File: src/hdl/pbis_delay.sv
// Fixed-length register delay line for side payload.
// Uses no package.
module pbis_delay #(
  parameter int Width = 8,
  parameter int Depth = 4
) (
  input  logic             clk_i,
  input  logic [Width-1:0] d_i,
  output logic [Width-1:0] q_o
);
  logic [Width-1:0] tap_q [Depth+1];
  assign tap_q[0] = d_i;
  for (genvar k = 0; k < Depth; k++) begin : g_tap
    always_ff @(posedge clk_i) tap_q[k+1] <= tap_q[k];
  end
  assign q_o = tap_q[Depth];
endmodule
File: config.mk
export PLATFORM = sky130hd
export DESIGN_NAME = pbis_delay
export DESIGN_NICKNAME = d
export VERILOG_FILES = /design/src/hdl/pbis_delay.sv
export SDC_FILE = /design/constraint.sdc
export NUM_CORES = 1
export LEC_CHECK = 0
export ABC_AREA = 1
export ABC_CLOCK_PERIOD_IN_PS = 800
export BUFFER_PORTS_ARGS = -buffer_cell sky130_fd_sc_hd__buf_2
export CAP_MARGIN = 20
export CORE_UTILIZATION = 42
export DETAILED_ROUTE_END_ITERATION = 8
export GPL_TIMING_DRIVEN = 0
export HOLD_SLACK_MARGIN = 0.03
export PLACE_DENSITY = 0.71
export SYNTH_ARGS = -nofsm -noshare
export SYNTH_HDL_FRONTEND = slang
export SYNTH_SLANG_ARGS = --single-unit
File: constraint.sdc
create_clock -name clk_i -period 0.8 [get_ports clk_i]
set_clock_uncertainty 0.2 [all_clocks]
set_input_delay 0.16 -clock clk_i [delete_from_list [all_inputs] [get_ports clk_i]]
set_output_delay 0.16 -clock clk_i [all_outputs]
set_load 0.005 [all_outputs]
== After elaboration in Yosys (flattened, before gate mapping) ==
Index checks and enable logic that the tools add are counted.

* Register bits: 32
* Output and inout bits: 8

== Depth between registers and ports, before layout ==
* Depth in word-level cells: 0
* Depth in mapped cells: 1

== Worst setup path after synthesis ==
OpenSTA, ideal clock, no wires.

* Kind: register to output
* From: register tap_q (netlist bit q_o[0])
* To: output q_o[0]
* Data arrival time: 393 ps
* Setup slack: 47 ps
* Stages on the path, launching flop included: 2
* Cell sequence: dfxtp_1 buf_4

{| class="wikitable"
|+ RTL lines
! what !! line !! source
|-
| from (decl) || 11 || <nowiki>logic [Width-1:0] tap_q [Depth+1];</nowiki>
|-
| from (signal, indexed assignment) || 14 || <nowiki>always_ff @(posedge clk_i) tap_q[k+1] <= tap_q[k];</nowiki>
|-
| to (decl) || 9 || <nowiki>output logic [Width-1:0] q_o</nowiki>
|}

No word-level cell between the ends.

== Final worst setup path ==
* From: register tap_q (netlist bit q_o[3])
* To: output q_o[3]

No word-level cell between the ends.

==> results.cfg <==
[logic_synthesis]
synth_top_area_cell = dfxtp_1
yosysMostFrequentCell = dfxtp_1
syn_area_sq_um = 701
synthTopCellsByCount = 32 x dfxtp_1, 8 x buf_4
synth_enable_flop_cells = 0
yosysSeqAreaShare_pct = 91.4
synth_cell_types = 2
ys_top_cells_by_area = dfxtp_1 91%, buf_4 8.6%
synthesis.nets = 49
yosysTopAreaCellShare_pct = 91.4
yosysWarnings = 0
avgSynthCellArea_sq_um = 17.5
ys_async_sr_fraction_pct = 0
synthCells = 40
ys_seq_elements = 32
synthFlopType = dfxtp_1

[routing]
routed_wl_microns = 635
routedWlPerCell_microns = 7.94
dr.pass1.iters = 4
vias_per_cell = 3.98
dr_total_vias = 318
drt_iter0_drc = 3
drc_errors = 0
ant_nets = 0

[cts]
clk_path_buf_depth = 2
cts_buffers = 5
cts_sinks = 32
clockRootBuffer = clkbuf_4
cts.clk_slew.worst_paths_ns = 0.08
postCtsSetupBuffers = 0
insertion_delay_ns = 0.30
h-tree-depth = 2
cts_tree = built

[worst_setup_path]
crit_buf_inv = 1
worstPathRequired_ns = 0.44
path_cells = buf_6
rr_endpoint = q_o[3]$_DFF_P_
worst_ep_arrival_time_ns = 0.73
start_kind = flop
reg2reg_depth = 0
critPathMaxStageDelay_ns = 0.33
path_class = reg -> out
cp_slowest_cell = dfxtp_2
worstSetupEndpointType = output port
crit_family = flip-flops
path_max_fanout = 1
regToRegSetupSlack_ns = 0.19
timing.rr.start = tap_q[11]$_DFF_P_

[place]
place_worst_setup_slack_ns = -0.0686
gp_routability_congestion = 0.520
portBuffers = 16

[power_and_ir_drop]
fin_total_pwr_mw = 2.67
p_leak_nw = 0.416
vdd_ir_drop_max_mv = 1.20
p_per_area_nw_per_um2 = 2850

[global_routing]
grt_max_degree = 10
grt_use_total_pct = 8.33
grt_overflow_total = 0
antenna_found_initial = 0
grt_pass1_wl_microns = 945
grt_pass1_vias = 259

[floorplan]
die_area_sq_um = 1840
core_area_sq_um = 1520
die_h_microns = 42.8
io_pins = 17
initial_core_util_pct = 46.0
num_rows = 14
die_w_microns = 42.8

[sta]
slew_headroom_pct = 94.3
setup_viol = 10
slew_viol_final = 0
max_freq_mhz = 920
setup_ws_ns = -0.287
worstMarginPinSlew_ns = 0.0853
tns_ns = -2.24
rsz0062_at_grt = true
final.min_clock_period_ns = 1.09
min_period_over_period_pct = 136
finalHoldViolCount = 0

[final_layout]
layout-drive-gt1-share_pct = 40.6
fill_cells = 104
seqCellArea_sq_um = 646
multi_input_comb_cells = 0
synthToLayoutAreaGrowth_pct = 33.4
diodes = 0
multiInputGateArea_sq_um = 0
nets = 72
finish.utilization_pct = 61.3

[worst_hold_path]
min_to = q_o[2]$_DFF_P_
hold_start = tap_q[10]$_DFF_P_
holdPathStages = 0
min_path_type = reg -> reg

[run_status]
outcome = finished, violations left
violations = negative setup slack

[flow_run]
max-cap-violations = 0
==> state kept, by name, summed over array words and instances (netlist names) <==
| signal | flops |
|---|---|
| q_o | 8 |
| tap_q | 24 |
==> layer usage <==
metal,up-vias,part of all wire (%),GRT usage (%)
met4,0,3.0,13.1
met2,17,57,11.8
met5,-,0,0
met1,140,35,6.63
met3,2,5.5,3.83
li1,159,-,-
==> where the power goes <==
part	internal [mW]	switching (mW)	leakage [nW]
sequential	1.68	0.0214	0.270
clock	0.433	0.441	0.0326
combinational	0.0749	0.0167	0.113
total	2.19	0.479	0.416
==> stage by stage <==
stage	cells	cell area, sq um	hold WS, ns
2_1_floorplan	40	701	-0.0123
3_3_place_gp	72	801	0.0617
3_5_place_dp	72	801	0.0636
4_1_cts	80	932	0.130
5_1_grt	80	935	0.136
6_report	80	935	0.130
==> worst max-delay path by stage <==
stage / from / endpoint / slack (ns) / cells past startpoint
after floorplan: q_o[0]$_DFF_P_ / q_o[0] / 0.05 / 1
after global placement: q_o[2]$_DFF_P_ / q_o[2] / -0.06 / 2
after detailed placement: q_o[1]$_DFF_P_ / q_o[1] / -0.07 / 2
after CTS: q_o[3]$_DFF_P_ / q_o[3] / -0.31 / 1
after global routing: q_o[3]$_DFF_P_ / q_o[3] / -0.32 / 1
final: q_o[3]$_DFF_P_ / q_o[3] / -0.29 / 1
==> layout make-up <==
type	instances	area share, %
Sequential cell	32	69.1
Tap cell	16	2.14
Clock buffer	8	6.29
Timing Repair Buffer	24	22.5
==> what timing repair did <==
item                                    4_1_cts  5_1_grt
endpoints found under the setup margin        8        8
hold buffers                                  8        0
hold endpoints to repair                      8        0
gates resized for setup                      10        2
==> cells in the final DEF (no fill, tap or decap) <==
cell type and n:
buf_2 8, buf_6 8, clkbuf_1 2, clkbuf_4 5
clkbuf_8 1, dfxtp_1 28, dfxtp_2 4, dlygate4sd3_1 8
==> kinds of logic after synthesis <==
family,count (synthesis),synth area share [%]
flip-flops,32,91.4
buffers and inverters,8,8.57
Note: power is estimated with default switching activity, not from simulation.
