File: config.mk
export PLATFORM = sky130hd
export DESIGN_NAME = pbis_sqrt
export DESIGN_NICKNAME = d
export VERILOG_FILES = /design/src/hdl/pbis_sqrt.sv
export SDC_FILE = /design/constraint.sdc
export NUM_CORES = 2
export LEC_CHECK = 0
export ABC_AREA = 1
export BUFFER_PORTS_ARGS = -buffer_cell sky130_fd_sc_hd__buf_2
export CAP_MARGIN = 15
export CORE_MARGIN = 2
export CORE_UTILIZATION = 55
export CTS_CLUSTER_DIAMETER = 50
export DETAILED_ROUTE_END_ITERATION = 7
export MAX_ROUTING_LAYER = met4
export PLACE_DENSITY = 0.71
export SLEW_MARGIN = 10
export SYNTH_ARGS = -nofsm -noshare
export SYNTH_HDL_FRONTEND = slang
export SYNTH_SLANG_ARGS = --single-unit
File: constraint.sdc
create_clock -name clk_i -period 2.2 [get_ports clk_i]
set_input_delay 0.33 -clock clk_i [delete_from_list [all_inputs] [get_ports clk_i]]
set_output_delay 0.33 -clock clk_i [all_outputs]
set_load 0.03 [all_outputs]
File: src/hdl/pbis_sqrt.sv
// Pipelined floor square root, one result bit per stage.
// Uses no package.
module pbis_sqrt #(
  parameter int InBits = 48
) (
  input  logic                  clk_i,
  input  logic [InBits-1:0]     rad_i,
  output logic [InBits/2-1:0]   root_o
);
  localparam int N = InBits / 2;
  logic [InBits-1:0] rem_q  [N+1];
  logic [N-1:0]      root_q [N+1];

  assign rem_q[0]  = rad_i;
  assign root_q[0] = '0;

  for (genvar k = 0; k < N; k++) begin : g_st
    logic [InBits-1:0] trial;
    logic [InBits-1:0] rem_d;
    logic [N-1:0]      root_d;
    localparam int B = N - 1 - k;
    always_comb begin
      trial  = ({{(InBits-N){1'b0}}, root_q[k]} << (B + 1)) |
               ({{(InBits-1){1'b0}}, 1'b1} << (2*B));
      rem_d  = rem_q[k];
      root_d = root_q[k];
      if (rem_q[k] >= trial) begin
        rem_d  = rem_q[k] - trial;
        root_d[B] = 1'b1;
      end
    end
    always_ff @(posedge clk_i) begin
      rem_q[k+1]  <= rem_d;
      root_q[k+1] <= root_d;
    end
  end
  assign root_o = root_q[N];
endmodule

; Word-level counts from Yosys, hierarchy flattened
; Index checks and enable logic that the tools add are counted.
; Widths: inputs -> output; s select.
[word_totals]
inputBits = 49
register_bits = 1404
wordCells = 141
[op_classes]
addsub = 23
n_lt_le_gt_ge = 24
mux = 24
[op_table]
columns = op, n
row1 = $mux 48, 23
row2 = $ge 48x25->1, 1
row3 = $ge 48x26->1, 1
row4 = $ge 48x27->1, 1
row5 = $ge 48x28->1, 1
row6 = $ge 48x29->1, 1
row7 = $ge 48x30->1, 1
row8 = $ge 48x31->1, 1
row9 = $ge 48x32->1, 1
row10 = $ge 48x33->1, 1
row11 = $ge 48x34->1, 1
row12 = $ge 48x35->1, 1
row13 = $ge 48x36->1, 1
row14 = $ge 48x37->1, 1
row15 = $ge 48x38->1, 1
row16 = $ge 48x39->1, 1
row17 = $ge 48x40->1, 1
row18 = $ge 48x41->1, 1
row19 = $ge 48x42->1, 1
row20 = $ge 48x43->1, 1
row21 = $ge 48x44->1, 1
row22 = $ge 48x45->1, 1
row23 = $ge 48x46->1, 1
row24 = $ge 48x47->1, 1
row25 = 25 further kinds, 25

; Logic depth before layout (Yosys ltp)
[depth]
depth_word = 2
ltp_mapped = 17

; Worst setup path after synthesis
; Ideal clock, no wire load.
[synth_timing]
kind = reg-to-reg
start = register root_q (netlist bit g_st[6].root_d[18])
end = register rem_q[853] in the netlist's numbering
n_path_buf = 1
synth_period_minus_slack_ns = 1.925
t_arrival_ns = 1.812
required_time_ns = 2.087
slack_ns = 0.275
path_stages_with_launch = 12
cell_sequence = dfxtp_1 -> inv_1 -> ha_1 -> nand3b_1 -> nand3_2 -> a21oi_1 -> o21ai_1 -> nor2_2 -> nand2_2 -> buf_6 -> nand2_1 -> nand2_1
[synth_via]
elab_chain_len = 2
elab_cells_between_ends = 3
cone_classes = add/sub: 1 / order compare: 1 / mux: 1
[synth_lines]
columns = item, line_no
row1 = start: declaration, 12  ; logic [N-1:0] root_q [N+1];
row2 = start signal: indexed assignment, 34  ; root_q[k+1] <= root_d;
row3 = $sub 48x42->48 / $ge 48x42->1 (equally long branches), "28, 27"
row4 = $mux 48 (*), 27  ; if (rem_q[k] >= trial) begin
row5 = net g_st[6].rem_d[37], 19  ; logic [InBits-1:0] rem_d;
row6 = end signal: indexed assignment, 33  ; rem_q[k+1] <= rem_d;
row7 = end: declaration, 11  ; logic [InBits-1:0] rem_q [N+1];
; The timed path passes the listed nets; every way through them passes the cells marked *.
; A chain may end at the register's enable or synchronous reset.

; Worst setup path after layout
[layout_timing]
start = register root_q (netlist bit g_st[8].root_d[22])
end = register rem_q[767] in the netlist's numbering
[layout_via]
elab_chain_len = 2
elab_cells_between_ends = 3
cone_classes = add/sub: 1 / order compare: 1 / mux: 1
[layout_lines]
columns = item, line_no
row1 = $sub 48x40->48 / $ge 48x40->1 (equally long branches), "28, 27"
row2 = $mux 48 (*), 27
row3 = net g_st[8].rem_d[47], 19
; Marks and branches as above.

==> impl_metrics.csv <==
group,metric,value,unit
run_status,run_status,"complete, but fails checks",
run_status,violations,"negative setup slack",
hold_path,worstHoldPathType,"input port to flip-flop",
worst_setup_path,end_kind,"flip-flop",
drt,drt_iter0_drc,5980,
synth,synthCells,8967,
synth,synthXorXnorAreaFrac,0.0371,
synth,postSynthAreaPerCell,7.21,µm²
drt,routed_wl,229000,µm
drt,wl_per_cell,19.7,µm
synth,seq_area_frac_synth,0.435,
timing,fin_ws,-0.0257,ns
synth,yosys_warnings,0,
drt,first_pass_iters,6,
clock_tree,root_buffer,"clkbuf_16",
synth,synth-compound-area-share,0.0719,
synth,yosys.area_share.simple,0.306,
die,fp-row-count,125,
timing,relSlewSlack,0.532,
worst_setup_path,slowest_stage,"dfxtp_4",
clock_tree,cts_buffer_depth,3,
global_routing,grt_overflow_total,0,
synth,synth_cell_types,57,
die,die_x,347,µm
synth,async_reset_ff_frac,0,
die,start_util,0.556,
global_routing,track_usage,0.375,
place,dp_hpwl,177000,µm
synth,synthAdderAreaFrac,0.0623,
worst_setup_path,regToRegEndpoint,"rem_q[767]$_DFF_P_",
timing,layout_min_cycle_time,2.23,ns
synth,synth_top_family_by_area,"simple AND/OR/NAND/NOR gates",
power,p_per_area,1340,nW/µm²
global_routing,grt_max_degree,31,
worst_setup_path,critPathKind,"flip-flop to flip-flop",
timing,worstMarginPinSlew,0.696,ns
timing,timing.final.hold_violations,0,
drt,postRouteAntennaNets,0,
worst_setup_path,worst_ep_arrival_time,2.94,ns
place,place_congestion,1.03,
timing,fmax,0.449,GHz
timing,slew_viol_final,0,
timing,setup_viol,4,
worst_setup_path,r2r_setup_slack,-0.03,ns
layout,fill_cells,9459,
layout,final_core_util,0.703,
clock_tree,clkTransAtPathRegs,0.06,ns
global_routing,grt_pass1_vias,60400,
power,vdd_drop_max,1.00,mV
clock_tree,clk_latency,0.83,ns
layout,syn2layout_area_growth,26.6,%
synth,synth_top_area_cell,"dfxtp_1",
worst_setup_path,max_stage_delay,0.38,ns
die,core,116000,µm²
worst_setup_path,worst_r2r_path_depth,10,
layout,multi_input_area,33600,µm²
synth,synthMuxAreaShare,0,
synth,synth_edf_count,0,
layout,drive_above_1_share,0.188,
synth,synth_nets,9338,
synth,synth_area_leaders,"dfxtp_1, nand2_1, inv_1",
worst_setup_path,crit_chain,"inv_1, ha_1, nand2_1, nor2_2, nand2_1, nor2_2, inv_1, o211ai_1, inv_2, a21oi_1",
global_routing,antenna_found_initial,6,
die,die_h,347,µm
power,fin_total_pwr,110,mW
timing,rsz0062_at_grt,"true",
worst_setup_path,worstSetupEndpoint,"rem_q[767]$_DFF_P_",
layout,finalNetCount,10300,
timing,finClkSkew,0.0725,ns
drt,vias_per_cell,5.38,
worst_setup_path,startpoint_type,"flip-flop",
worst_setup_path,path_max_fanout,9,
timing,period_share,1.01,
synth,yosysTopAreaCellShare,0.435,
worst_setup_path,setup.worst_path.start,"g_st[8].root_d[22]$_DFF_P_",
synth,syn-cell-area,64700,µm²
synth,synth_ff_type,"dfxtp_1",
clock_tree,htreeDepth,4,
drt,drc,0,
power,power.leakage,40.6,nW
die,ios,73,
place,port_buffers,72,
drt,vias,62500,
layout,ff_latch_area,28300,µm²
clock_tree,cts_tree,"built",
flow_run,maxCapViolations,0,
global_routing,grt_pass1_wl,338000,µm
worst_setup_path,r2r_start,"g_st[8].root_d[22]$_DFF_P_",
clock_tree,cts_sinks,1404,
synth,synth_seq_cells,1404,
clock_tree,cts_buffers,162,
worst_setup_path,worstPathRequired,2.91,ns
die,die_area,120000,µm²
[report_power, final]
part           switching [mW]  internal, mW
clock                    12.0          16.4
sequential               7.29          31.7
combinational            25.4          17.1
total                    44.6          65.3
[Yosys cell counts, types with 2 or more instances]
| cell type | n |
|---|---|
| nand2_1 | 2655 |
| dfxtp_1 | 1404 |
| inv_1 | 1363 |
| nor2_1 | 977 |
| nand3_1 | 494 |
| a21oi_1 | 355 |
| ha_1 | 322 |
| o21ai_0 | 261 |
| nand4_1 | 187 |
| xnor2_1 | 154 |
| xor2_1 | 120 |
| nor3_1 | 115 |
| nor4_1 | 92 |
| a21oi_2 | 60 |
| nand3b_1 | 52 |
| o21ai_1 | 38 |
| buf_2 | 30 |
| nand2_2 | 30 |
| o21ai_2 | 29 |
| nor2_2 | 23 |
| buf_6 | 19 |
| or2_2 | 18 |
| a21o_1 | 15 |
| and2_1 | 15 |
| o21bai_1 | 13 |
| buf_4 | 12 |
| inv_2 | 12 |
| o211ai_1 | 10 |
| o21a_1 | 10 |
| a211oi_1 | 9 |
| a21boi_0 | 8 |
| nand3_2 | 8 |
| nor2_4 | 6 |
| nor3b_1 | 6 |
| and3_1 | 5 |
| buf_8 | 4 |
| nand3_4 | 4 |
| nor2b_1 | 4 |
| nor3_2 | 4 |
| a21boi_2 | 2 |
| clkbuf_1 | 2 |
| clkbuf_2 | 2 |
| inv_4 | 2 |
| o2111ai_1 | 2 |
| o31ai_1 | 2 |
[worst max-delay path, delay by kind of cell (launching register included)]
family | cells | cell delay, ns
AOI/OAI and AO/OA | 2 | 0.62
adders and majority gates | 1 | 0.29
buffers and inverters | 3 | 0.30
DFF | 1 | 0.38
and+or+nand+nor | 4 | 0.53
[metrics by stage]
step | instance area (µm²) | worst slack (ns) | instances | hold WS, ns | setup TNS (ns)
6_report | 81800 | -0.0257 | 11600 | 0.164 | -0.0704
5_1_grt | 81800 | -0.109 | 11600 | 0.145 | -2.66
4_1_cts | 78700 | 0.000407 | 11600 | 0.113 | 0
3_5_place_dp | 71900 | -0.333 | 11200 | 0.331 | -16.68
3_3_place_gp | 71900 | -0.311 | 11200 | 0.329 | -13.75
2_1_floorplan | 64700 | 0.275 | 8967 | 0.322 | 0
[timing repair]
item,CTS,global route
endpoints found under the setup margin,269,475
gates cloned,1,11
hold buffers,48,0
hold endpoints to repair,49,0
setup buffers,7,43
pin swaps,11,79
resized for setup,125,631
[cell type report]
| class | count | area share |
|---|---|---|
| timing repair inverter | 1 | 0.000107 |
| sequential | 1404 | 0.346 |
| timing repair buffer | 885 | 0.0859 |
| clock buffer | 202 | 0.0530 |
| tap | 1524 | 0.0233 |
| inverter | 1377 | 0.0639 |
| multi-input combinational | 6120 | 0.410 |
| antenna | 5 | 0.000153 |
| clock inverter | 96 | 0.0179 |
[placed cells by master (no fill, tap or decap), types with 169 or more instances in the layout]
master,count
ha_1,199
buf_4,726
nor2_1,884
nand3_1,475
nand2_1,2549
inv_1,1345
nand4_1,187
a21oi_1,273
o21ai_0,209
clkbuf_16,169
dfxtp_1,1297
[worst min-delay path by stage]
stage	startpoint	to	cells past startpoint
final	rad_i[7]	rem_q[1111]$_DFF_P_	2
after global routing	rad_i[27]	rem_q[1131]$_DFF_P_	2
after floorplan	rem_q[241]$_DFF_P_	rem_q[193]$_DFF_P_	0
after CTS	rad_i[11]	rem_q[1115]$_DFF_P_	2
after detailed placement	rem_q[1147]$_DFF_P_	rem_q[1099]$_DFF_P_	0
after global placement	rem_q[1135]$_DFF_P_	rem_q[1087]$_DFF_P_	0
[flip-flops by register name, indices dropped and copies added (netlist names)]
register	count
rem_q	1104
g_st.root_d	276
root_o	24
[metal layers]
layer	GRT usage	vias to the layer above	wire length, µm
li1	-	30300	-
met1	0.451	28800	93100
met2	0.604	2641	104000
met3	0.0488	776	15100
met4	0.221	0	16200
met5	-	-	0
[cell families (layout without fill, tap and decap cells)]
kind of cell             Yosys count  count (layout)
AO/OA/AOI/OAI                    820             820
XOR/XNOR                         274             274
adder cells (fa/ha/maj)          322             322
buffers and inverters           1446            2561
flip-flops                      1404            1404
other                              0               5
AND/OR/NAND/NOR                 4701            4704
No activity file was read; power rests on OpenSTA's default activity.
